===== config.mk =====
export PLATFORM = sky130hd
export DESIGN_NAME = keyed_count_table_unit_flat
export DESIGN_NICKNAME = d
export VERILOG_FILES = /design/src/rtl/kct_pkg.sv /design/src/rtl/kct_req_if.sv /design/src/rtl/kct_rsp_if.sv /design/src/rtl/keyed_count_table_unit.sv /design/src/flat_wrapper.sv
export SDC_FILE = /design/constraint.sdc
export NUM_CORES = 2
export LEC_CHECK = 0
export BUFFER_PORTS_ARGS = -buffer_cell sky130_fd_sc_hd__buf_2
export CAP_MARGIN = 20
export CORE_AREA = 4 4 439 441
export DETAILED_ROUTE_END_ITERATION = 10
export DIE_AREA = 0 0 443 445
export PLACE_DENSITY_LB_ADDON = 0.12
export RECOVER_POWER = 25
export SYNTH_ARGS = -nofsm -noshare
export SYNTH_HDL_FRONTEND = slang
export SYNTH_SLANG_ARGS = --single-unit

===== constraint.sdc =====
create_clock -name clk -period 5.53 [get_ports clk]
set_input_delay 0.8295 -clock clk [delete_from_list [all_inputs] [get_ports clk]]
set_output_delay 0.8295 -clock clk [all_outputs]
set_load 0.01 [all_outputs]

===== src/rtl/kct_pkg.sv =====
`timescale 1ns / 1ps

package kct_pkg;

  localparam int ROWS_DEF      = 4;
  localparam int SLOTS_DEF     = 8;
  localparam int KEY_CHARS_DEF = 8;

  localparam int KEY_FW    = 64;
  localparam int COUNT_W   = 16;
  localparam int STATUS_W  = 3;
  localparam int ROW_FW    = 2;
  localparam int SLOT_FW   = 3;

  localparam logic [COUNT_W-1:0] COUNT_MAX = '1;

  localparam logic MODE_INC = 1'b0;
  localparam logic MODE_DEC = 1'b1;

  typedef enum logic [STATUS_W-1:0] {
    ST_NEW  = 3'd0,
    ST_INC  = 3'd1,
    ST_FULL = 3'd2,
    ST_DEC  = 3'd3,
    ST_MISS = 3'd4
  } status_t;

  typedef enum logic [2:0] {
    S_CLEAR,
    S_IDLE,
    S_SCAN,
    S_UPDATE,
    S_DONE
  } state_t;

endpackage


===== src/rtl/kct_req_if.sv =====
`timescale 1ns / 1ps

interface kct_req_if import kct_pkg::*; ();
  logic              valid;
  logic              ready;
  logic              mode;
  logic [KEY_FW-1:0] key;

  modport source (output valid, output mode, output key, input ready);
  modport sink   (input valid, input mode, input key, output ready);
endinterface


===== src/rtl/kct_rsp_if.sv =====
`timescale 1ns / 1ps

interface kct_rsp_if import kct_pkg::*; ();
  logic               valid;
  logic               ready;
  status_t            status;
  logic [ROW_FW-1:0]  row;
  logic [SLOT_FW-1:0] slot;
  logic [COUNT_W-1:0] count;

  modport source (output valid, output status, output row, output slot, output count,
                  input ready);
  modport sink   (input valid, input status, input row, input slot, input count,
                  output ready);
endinterface


===== src/rtl/keyed_count_table_unit.sv =====
`timescale 1ns / 1ps

// Search: a key that sits at entry i (row-major) is found when the scan reaches entry i;
// a miss or a fresh insert scans the whole table.
// Throughput: one item at a time; ready returns the cycle after the result is taken.
// The scan runs one entry per cycle through a single key compare on the table memory port.
// Reset: a pass over all ROWS*SLOTS entries clears the valid marks; no item is taken meanwhile.
module keyed_count_table_unit import kct_pkg::*; #(
  parameter int ROWS      = ROWS_DEF,
  parameter int SLOTS     = SLOTS_DEF,
  parameter int KEY_CHARS = KEY_CHARS_DEF
) (
  input  logic             clk,
  input  logic             rst,
  kct_req_if.sink          req,
  kct_rsp_if.source        rsp
);

  localparam int ENTRIES = ROWS * SLOTS;
  localparam int IDX_W   = (ENTRIES > 1) ? $clog2(ENTRIES) : 1;
  localparam int ROW_W   = (ROWS > 1) ? $clog2(ROWS) : 1;
  localparam int SLOT_W  = (SLOTS > 1) ? $clog2(SLOTS) : 1;
  localparam int KEY_W   = 8 * KEY_CHARS;
  localparam int META_W  = COUNT_W + 1;

  localparam logic [IDX_W-1:0]  IDX_LAST  = IDX_W'(ENTRIES - 1);
  localparam logic [SLOT_W-1:0] SLOT_LAST = SLOT_W'(SLOTS - 1);

  // meta word: {valid, count}
  logic [KEY_W-1:0]  key_mem  [ENTRIES];
  logic [META_W-1:0] meta_mem [ENTRIES];

  state_t state, state_next;

  logic [IDX_W-1:0]   iss_idx;
  logic [ROW_W-1:0]   iss_row;
  logic [SLOT_W-1:0]  iss_slot;
  logic               iss_done;

  logic               cmp_vld;
  logic               cmp_last;
  logic [IDX_W-1:0]   cmp_idx;
  logic [ROW_W-1:0]   cmp_row;
  logic [SLOT_W-1:0]  cmp_slot;

  logic [KEY_W-1:0]   rd_key;
  logic [META_W-1:0]  rd_meta;

  logic               op_mode;
  logic [KEY_W-1:0]   op_key;

  logic               hit;
  logic [IDX_W-1:0]   hit_idx;
  logic [ROW_W-1:0]   hit_row;
  logic [SLOT_W-1:0]  hit_slot;
  logic [COUNT_W-1:0] hit_cnt;

  logic               free_ok;
  logic [IDX_W-1:0]   free_idx;
  logic [ROW_W-1:0]   free_row;
  logic [SLOT_W-1:0]  free_slot;

  status_t            res_status, res_status_next;
  logic [ROW_FW-1:0]  res_row, res_row_next;
  logic [SLOT_FW-1:0] res_slot, res_slot_next;
  logic [COUNT_W-1:0] res_count, res_count_next;

  logic               match;
  logic               is_free;
  logic               key_we;
  logic               meta_we;
  logic [IDX_W-1:0]   wr_idx;
  logic [META_W-1:0]  wr_meta;
  logic [COUNT_W-1:0] cnt_inc;
  logic [COUNT_W-1:0] cnt_dec;

  assign match   = cmp_vld && rd_meta[COUNT_W] && (rd_key == op_key);
  assign is_free = cmp_vld && !rd_meta[COUNT_W];

  assign cnt_inc = (hit_cnt == COUNT_MAX) ? hit_cnt : hit_cnt + COUNT_W'(1);
  assign cnt_dec = (hit_cnt != '0) ? hit_cnt - COUNT_W'(1) : '0;

  assign req.ready  = (state == S_IDLE);
  assign rsp.valid  = (state == S_DONE);
  assign rsp.status = res_status;
  assign rsp.row    = res_row;
  assign rsp.slot   = res_slot;
  assign rsp.count  = res_count;

  always_comb begin
    state_next      = state;
    key_we          = 1'b0;
    meta_we         = 1'b0;
    wr_idx          = iss_idx;
    wr_meta         = '0;
    res_status_next = res_status;
    res_row_next    = res_row;
    res_slot_next   = res_slot;
    res_count_next  = res_count;
    case (state)
      S_CLEAR: begin
        meta_we = 1'b1;
        if (iss_idx == IDX_LAST) begin
          state_next = S_IDLE;
        end
      end
      S_IDLE: begin
        if (req.valid) begin
          state_next = S_SCAN;
        end
      end
      S_SCAN: begin
        if (match || (cmp_vld && cmp_last)) begin
          state_next = S_UPDATE;
        end
      end
      S_UPDATE: begin
        state_next = S_DONE;
        if (hit) begin
          meta_we       = 1'b1;
          wr_idx        = hit_idx;
          res_row_next  = ROW_FW'(hit_row);
          res_slot_next = SLOT_FW'(hit_slot);
          if (op_mode == MODE_DEC) begin
            wr_meta         = {(cnt_dec != '0), cnt_dec};
            res_status_next = ST_DEC;
            res_count_next  = cnt_dec;
          end else begin
            wr_meta         = {1'b1, cnt_inc};
            res_status_next = ST_INC;
            res_count_next  = cnt_inc;
          end
        end else if (op_mode == MODE_INC && free_ok) begin
          key_we          = 1'b1;
          meta_we         = 1'b1;
          wr_idx          = free_idx;
          wr_meta         = {1'b1, COUNT_W'(1)};
          res_status_next = ST_NEW;
          res_row_next    = ROW_FW'(free_row);
          res_slot_next   = SLOT_FW'(free_slot);
          res_count_next  = COUNT_W'(1);
        end else begin
          res_status_next = (op_mode == MODE_DEC) ? ST_MISS : ST_FULL;
          res_row_next    = '0;
          res_slot_next   = '0;
          res_count_next  = '0;
        end
      end
      S_DONE: begin
        if (rsp.ready) begin
          state_next = S_IDLE;
        end
      end
      default: begin
        state_next = S_IDLE;
      end
    endcase
  end

  always_ff @(posedge clk) begin
    if (rst) begin
      state <= S_CLEAR;
    end else begin
      state <= state_next;
    end
  end

  // table memory: one read port for the scan, one write port
  always_ff @(posedge clk) begin
    rd_key  <= key_mem[iss_idx];
    rd_meta <= meta_mem[iss_idx];
    if (key_we) begin
      key_mem[wr_idx] <= op_key;
    end
    if (meta_we) begin
      meta_mem[wr_idx] <= wr_meta;
    end
  end

  always_ff @(posedge clk) begin
    if (rst) begin
      iss_idx  <= '0;
      iss_row  <= '0;
      iss_slot <= '0;
      iss_done <= 1'b0;
      cmp_vld  <= 1'b0;
      cmp_last <= 1'b0;
      hit      <= 1'b0;
      free_ok  <= 1'b0;
    end else begin
      case (state)
        S_CLEAR: begin
          if (iss_idx != IDX_LAST) begin
            iss_idx <= iss_idx + IDX_W'(1);
          end
        end
        S_IDLE: begin
          iss_idx  <= '0;
          iss_row  <= '0;
          iss_slot <= '0;
          iss_done <= 1'b0;
          cmp_vld  <= 1'b0;
          cmp_last <= 1'b0;
          hit      <= 1'b0;
          free_ok  <= 1'b0;
        end
        S_SCAN: begin
          // advance the read pointer; the compare trails it through the registered read
          cmp_vld  <= !iss_done;
          cmp_last <= (iss_idx == IDX_LAST);
          if (!iss_done) begin
            if (iss_idx == IDX_LAST) begin
              iss_done <= 1'b1;
            end else begin
              iss_idx <= iss_idx + IDX_W'(1);
              if (iss_slot == SLOT_LAST) begin
                iss_slot <= '0;
                iss_row  <= iss_row + ROW_W'(1);
              end else begin
                iss_slot <= iss_slot + SLOT_W'(1);
              end
            end
          end
          if (match) begin
            hit <= 1'b1;
          end
          if (is_free && !free_ok) begin
            free_ok <= 1'b1;
          end
        end
        default: begin
          cmp_vld <= 1'b0;
        end
      endcase
    end
  end

  always_ff @(posedge clk) begin
    if (state == S_IDLE && req.valid) begin
      op_mode <= req.mode;
      op_key  <= req.key[KEY_W-1:0];
    end
    if (state == S_SCAN) begin
      cmp_idx  <= iss_idx;
      cmp_row  <= iss_row;
      cmp_slot <= iss_slot;
    end
    if (state == S_SCAN && match) begin
      hit_idx  <= cmp_idx;
      hit_row  <= cmp_row;
      hit_slot <= cmp_slot;
      hit_cnt  <= rd_meta[COUNT_W-1:0];
    end
    if (state == S_SCAN && is_free && !free_ok) begin
      free_idx  <= cmp_idx;
      free_row  <= cmp_row;
      free_slot <= cmp_slot;
    end
    res_status <= res_status_next;
    res_row    <= res_row_next;
    res_slot   <= res_slot_next;
    res_count  <= res_count_next;
  end

endmodule


===== src/flat_wrapper.sv =====
// flat-port wrapper written by rule: the top's interface ports become plain ports
module keyed_count_table_unit_flat import kct_pkg::*;
#(
  parameter int ROWS      = ROWS_DEF,
  parameter int SLOTS     = SLOTS_DEF,
  parameter int KEY_CHARS = KEY_CHARS_DEF
)
  (clk, rst, req_valid, req_mode, req_key, req_ready, rsp_valid, rsp_status, rsp_row, rsp_slot, rsp_count, rsp_ready);
  kct_req_if req_i ();
  kct_rsp_if rsp_i ();
  input  logic clk;
  input  logic rst;
  input wire logic [$bits(req_i.valid)-1:0] req_valid;
  input wire logic [$bits(req_i.mode)-1:0] req_mode;
  input wire logic [$bits(req_i.key)-1:0] req_key;
  output wire logic [$bits(req_i.ready)-1:0] req_ready;
  output wire logic [$bits(rsp_i.valid)-1:0] rsp_valid;
  output wire logic [$bits(rsp_i.status)-1:0] rsp_status;
  output wire logic [$bits(rsp_i.row)-1:0] rsp_row;
  output wire logic [$bits(rsp_i.slot)-1:0] rsp_slot;
  output wire logic [$bits(rsp_i.count)-1:0] rsp_count;
  input wire logic [$bits(rsp_i.ready)-1:0] rsp_ready;
  assign req_i.valid = req_valid;
  assign req_i.mode = req_mode;
  assign req_i.key = req_key;
  assign req_ready = req_i.ready;
  assign rsp_valid = rsp_i.valid;
  assign rsp_status = rsp_i.status;
  assign rsp_row = rsp_i.row;
  assign rsp_slot = rsp_i.slot;
  assign rsp_count = rsp_i.count;
  assign rsp_i.ready = rsp_ready;
  keyed_count_table_unit #(.ROWS(ROWS), .SLOTS(SLOTS), .KEY_CHARS(KEY_CHARS)) u_core (.clk(clk), .rst(rst), .req(req_i), .rsp(rsp_i));
endmodule

==> impl_metrics.toml <==
[global_routing]
use_met2_pct = 41.9
grt_antenna_before_repair = 6
overflow = 0
grt_pass1_wl_mm = 359
track_usage_pct = 25.5
met1_usage_pct = 36.7
use_met3_pct = 3.97
grt_max_degree = 131
grt_pass1_vias = 49000
grt.busiest_layer = "met2"

[clock_network]
htree_levels = 5
tritoncts = "done"
clk_path_buf_depth = 4
cts_root_buffer = "clkbuf_16"
path_clk_slew_ns = 0.06
cts_sinks = 2826
numCtsBuffers = 294
cts_setup_buffers = 0
clock_latency_ns = 0.93

[floorplanning]
rows = 160
die_w_um = 443
fp.dieH_um = 445
start_util_pct = 56.5
die_area_mm2 = 0.197
io_pins = 95
coreArea_mm2 = 0.189

[critical_path]
crit_start = "u_core.op_key[29]"
worstPathArrival_ns = 5.40
regToRegSetupSlack_ns = 0.67
worst_ep_required_time_ns = 6.07
worst_setup_path_end_kind = "flop"
r2r-start = "u_core.op_key[29]"
endpoint = "u_core.hit_cnt[8]"
r2r-end = "u_core.hit_cnt[8]"
path_class = "reg -> reg"
reg2reg_depth = 8
crit_path_start_kind = "flop"
crit_fanout = 33

[power_and_ir_drop]
ir_drop_mv = 0.333
powerDensity_mw_per_mm2 = 365
p_leak_uw = 0.0378

[layout]
synthToLayoutAreaGrowth_pct = 13.3
fill_cells = 12300
nets = 4893
postLayoutCoreUtil_pct = 64.0
drive_gt1_share_pct = 32.3

[flow_run]
drv_cap = 20

[sta]
fin_crit_ns = 4.86
finalCritPeriodShare_pct = 87.8
rsz0062_at_grt = "false"
drv_slew = 672
hold_viol = 0
slew_headroom_pct = -19.4
tightest_slew_ns = 1.79
finalSetupViolations = 0
max_freq_mhz = 206
hold_ws_ns = 0.0770
clock_skew_ns = 0.0660

[routing]
postRouteAntennaNets = 0
drt-pass1-iter-count = 7
drtIter0Drc = 5684
drc_errors = 0
wire_per_inst_um = 32.9
vias = 48300
finalWirelength_mm = 248
vias_per_cell = 6.41

[placed_design]
gp_congestion = 0.846
hpwl_mm = 138
io_buffers = 94

[synthesis]
synth_warnings = 0
yosysMostFrequentCell = "edfxtp_1"
netlist_top_cells_count = "2,727 x edfxtp_1, 810 x mux4_2, 116 x clkbuf_1"
synth_ff_type = "edfxtp_1"
syn_area_per_cell_um2 = 24.2
synth_top_cell_by_area = "edfxtp_1"
synth-async-reset-ratio_pct = 0
synth_edf_count = 2727
syn-cell-area_mm2 = 0.107
synthTopCellsByArea = "edfxtp_1 77%, mux4_2 17%, dfxtp_1 1.9%, mux2_2 0.87%, clkbuf_1 0.41%"
synthDistinctLibCells = 66
ys_seq_elements = 2826
synthCells = 4425
synth_nets = 4500
seq_area_frac_synth_pct = 78.5
synth_top_area_share_pct = 76.6

[min_path]
whs_path_depth = 1
hold_class = "in -> reg"

[outcome]
status = "finished, violations left"
violations = "capacitance limit, slew limit"
flip-flops by register name, indices dropped and copies added (netlist names), 3 cells and up:
register and count:
u_core.iss_slot 3, u_core.free_slot 3, u_core.rsp.slot 3, u_core.hit_slot 3, u_core.rd_meta 17, u_core.op_key 64, u_core.cmp_idx 5, u_core.rsp.status 3
u_core.hit_cnt 16, u_core.meta_mem 544, u_core.free_idx 5, u_core.rd_key 64, u_core.state 3, u_core.cmp_slot 3, u_core.key_mem 2048, u_core.hit_idx 5
u_core.rsp.count 16, u_core.iss_idx 5
area by class of cell:
class | count | area [um^2] | area share [%]
clock inverter | 108 | 972 | 0.803
tap | 2511 | 3140 | 2.59
multi-input combinational | 1364 | 22400 | 18.5
sequential | 2826 | 83900 | 69.3
antenna | 3 | 7.51 | 0.00620
clock buffer | 387 | 8020 | 6.62
inverter | 16 | 60.1 | 0.0496
timing repair buffer | 316 | 2590 | 2.14
cells in the final DEF (no fill, tap or decap), drive strengths merged, types with 11 or more instances in the layout:
| master | count |
|---|---|
| edfxtp | 2727 |
| o21ai | 18 |
| nor4 | 17 |
| nand2b | 18 |
| nand3 | 17 |
| dfxtp | 99 |
| xor2 | 44 |
| xnor2 | 11 |
| nor2b | 30 |
| nor3 | 16 |
| nand2 | 52 |
| mux2 | 83 |
| clkinv | 81 |
| nor2 | 108 |
| bufinv | 17 |
| mux4 | 810 |
| clkbuf | 451 |
| a21oi | 18 |
| nand4 | 11 |
| inv | 18 |
| buf | 249 |
worst min-delay path by stage:
| stage | start | endpoint | slack (ns) |
|---|---|---|---|
| 2_1_floorplan | u_core.rd_meta[0] | u_core.hit_cnt[0] | 0.39 |
| 3_3_place_gp | u_core.rd_meta[12] | u_core.hit_cnt[12] | 0.39 |
| 3_5_place_dp | u_core.rd_meta[11] | u_core.hit_cnt[11] | 0.40 |
| 4_1_cts | req_key[49] | u_core.op_key[49] | 0.004 |
| 5_1_grt | req_key[0] | u_core.op_key[0] | 0.04 |
| 6_report | req_key[49] | u_core.op_key[49] | 0.08 |
through the flow:
step | total power [uW] | cells | cell area [um^2] | setup slack, ns | setup TNS, ns
floorplan | 25300 | 4425 | 107000 | -0.0762 | -76.61
global placement | 26000 | 7020 | 112000 | 1.19 | 0
detailed placement | 26000 | 7023 | 112000 | 1.06 | 0
CTS | 44600 | 7521 | 121000 | 1.01 | 0
global route | 45600 | 7530 | 121000 | 0.454 | 0
finish | 44200 | 7531 | 121000 | 0.672 | 0
report_power, final:
group | internal [uW] | switching, uW
clock network | 10900 | 7750
registers | 23300 | 137
logic | 1080 | 1040
worst max-delay path, cell delays in order (launching register included):
cell	delay (ns)
edfxtp_1	0.31
clkbuf_1	1.18
xor2_1	0.43
nor4_1	0.73
nand4_1	0.18
nor4_1	0.69
nand3_1	0.42
inv_1	0.13
buf_4	0.39
cell families after synthesis:
kind of cell,after synthesis,share of synthesized area [%]
flip-flops,2826,78.5
adder cells (fa/ha/maj),6,0.0702
AND/OR/NAND/NOR,309,1.44
AO/OA/AOI/OAI,92,0.604
multiplexers,902,18.0
XOR/XNOR,55,0.451
buffers and inverters,235,0.955
timing repair:
item	4_1_cts	5_1_grt
endpoints found under the setup margin	0	0
hold buffers	3	0
endpoints found under the hold margin	3	0
gates resized for setup	0	0
layer usage:
| metal | wire, um | vias up |
|---|---|---|
| met5 | 7 | - |
| met4 | 6490 | 2 |
| met3 | 16800 | 359 |
| met2 | 125000 | 2007 |
| met1 | 99800 | 26200 |
| li1 | - | 19800 |
Power figures use the tool's default switching activity.
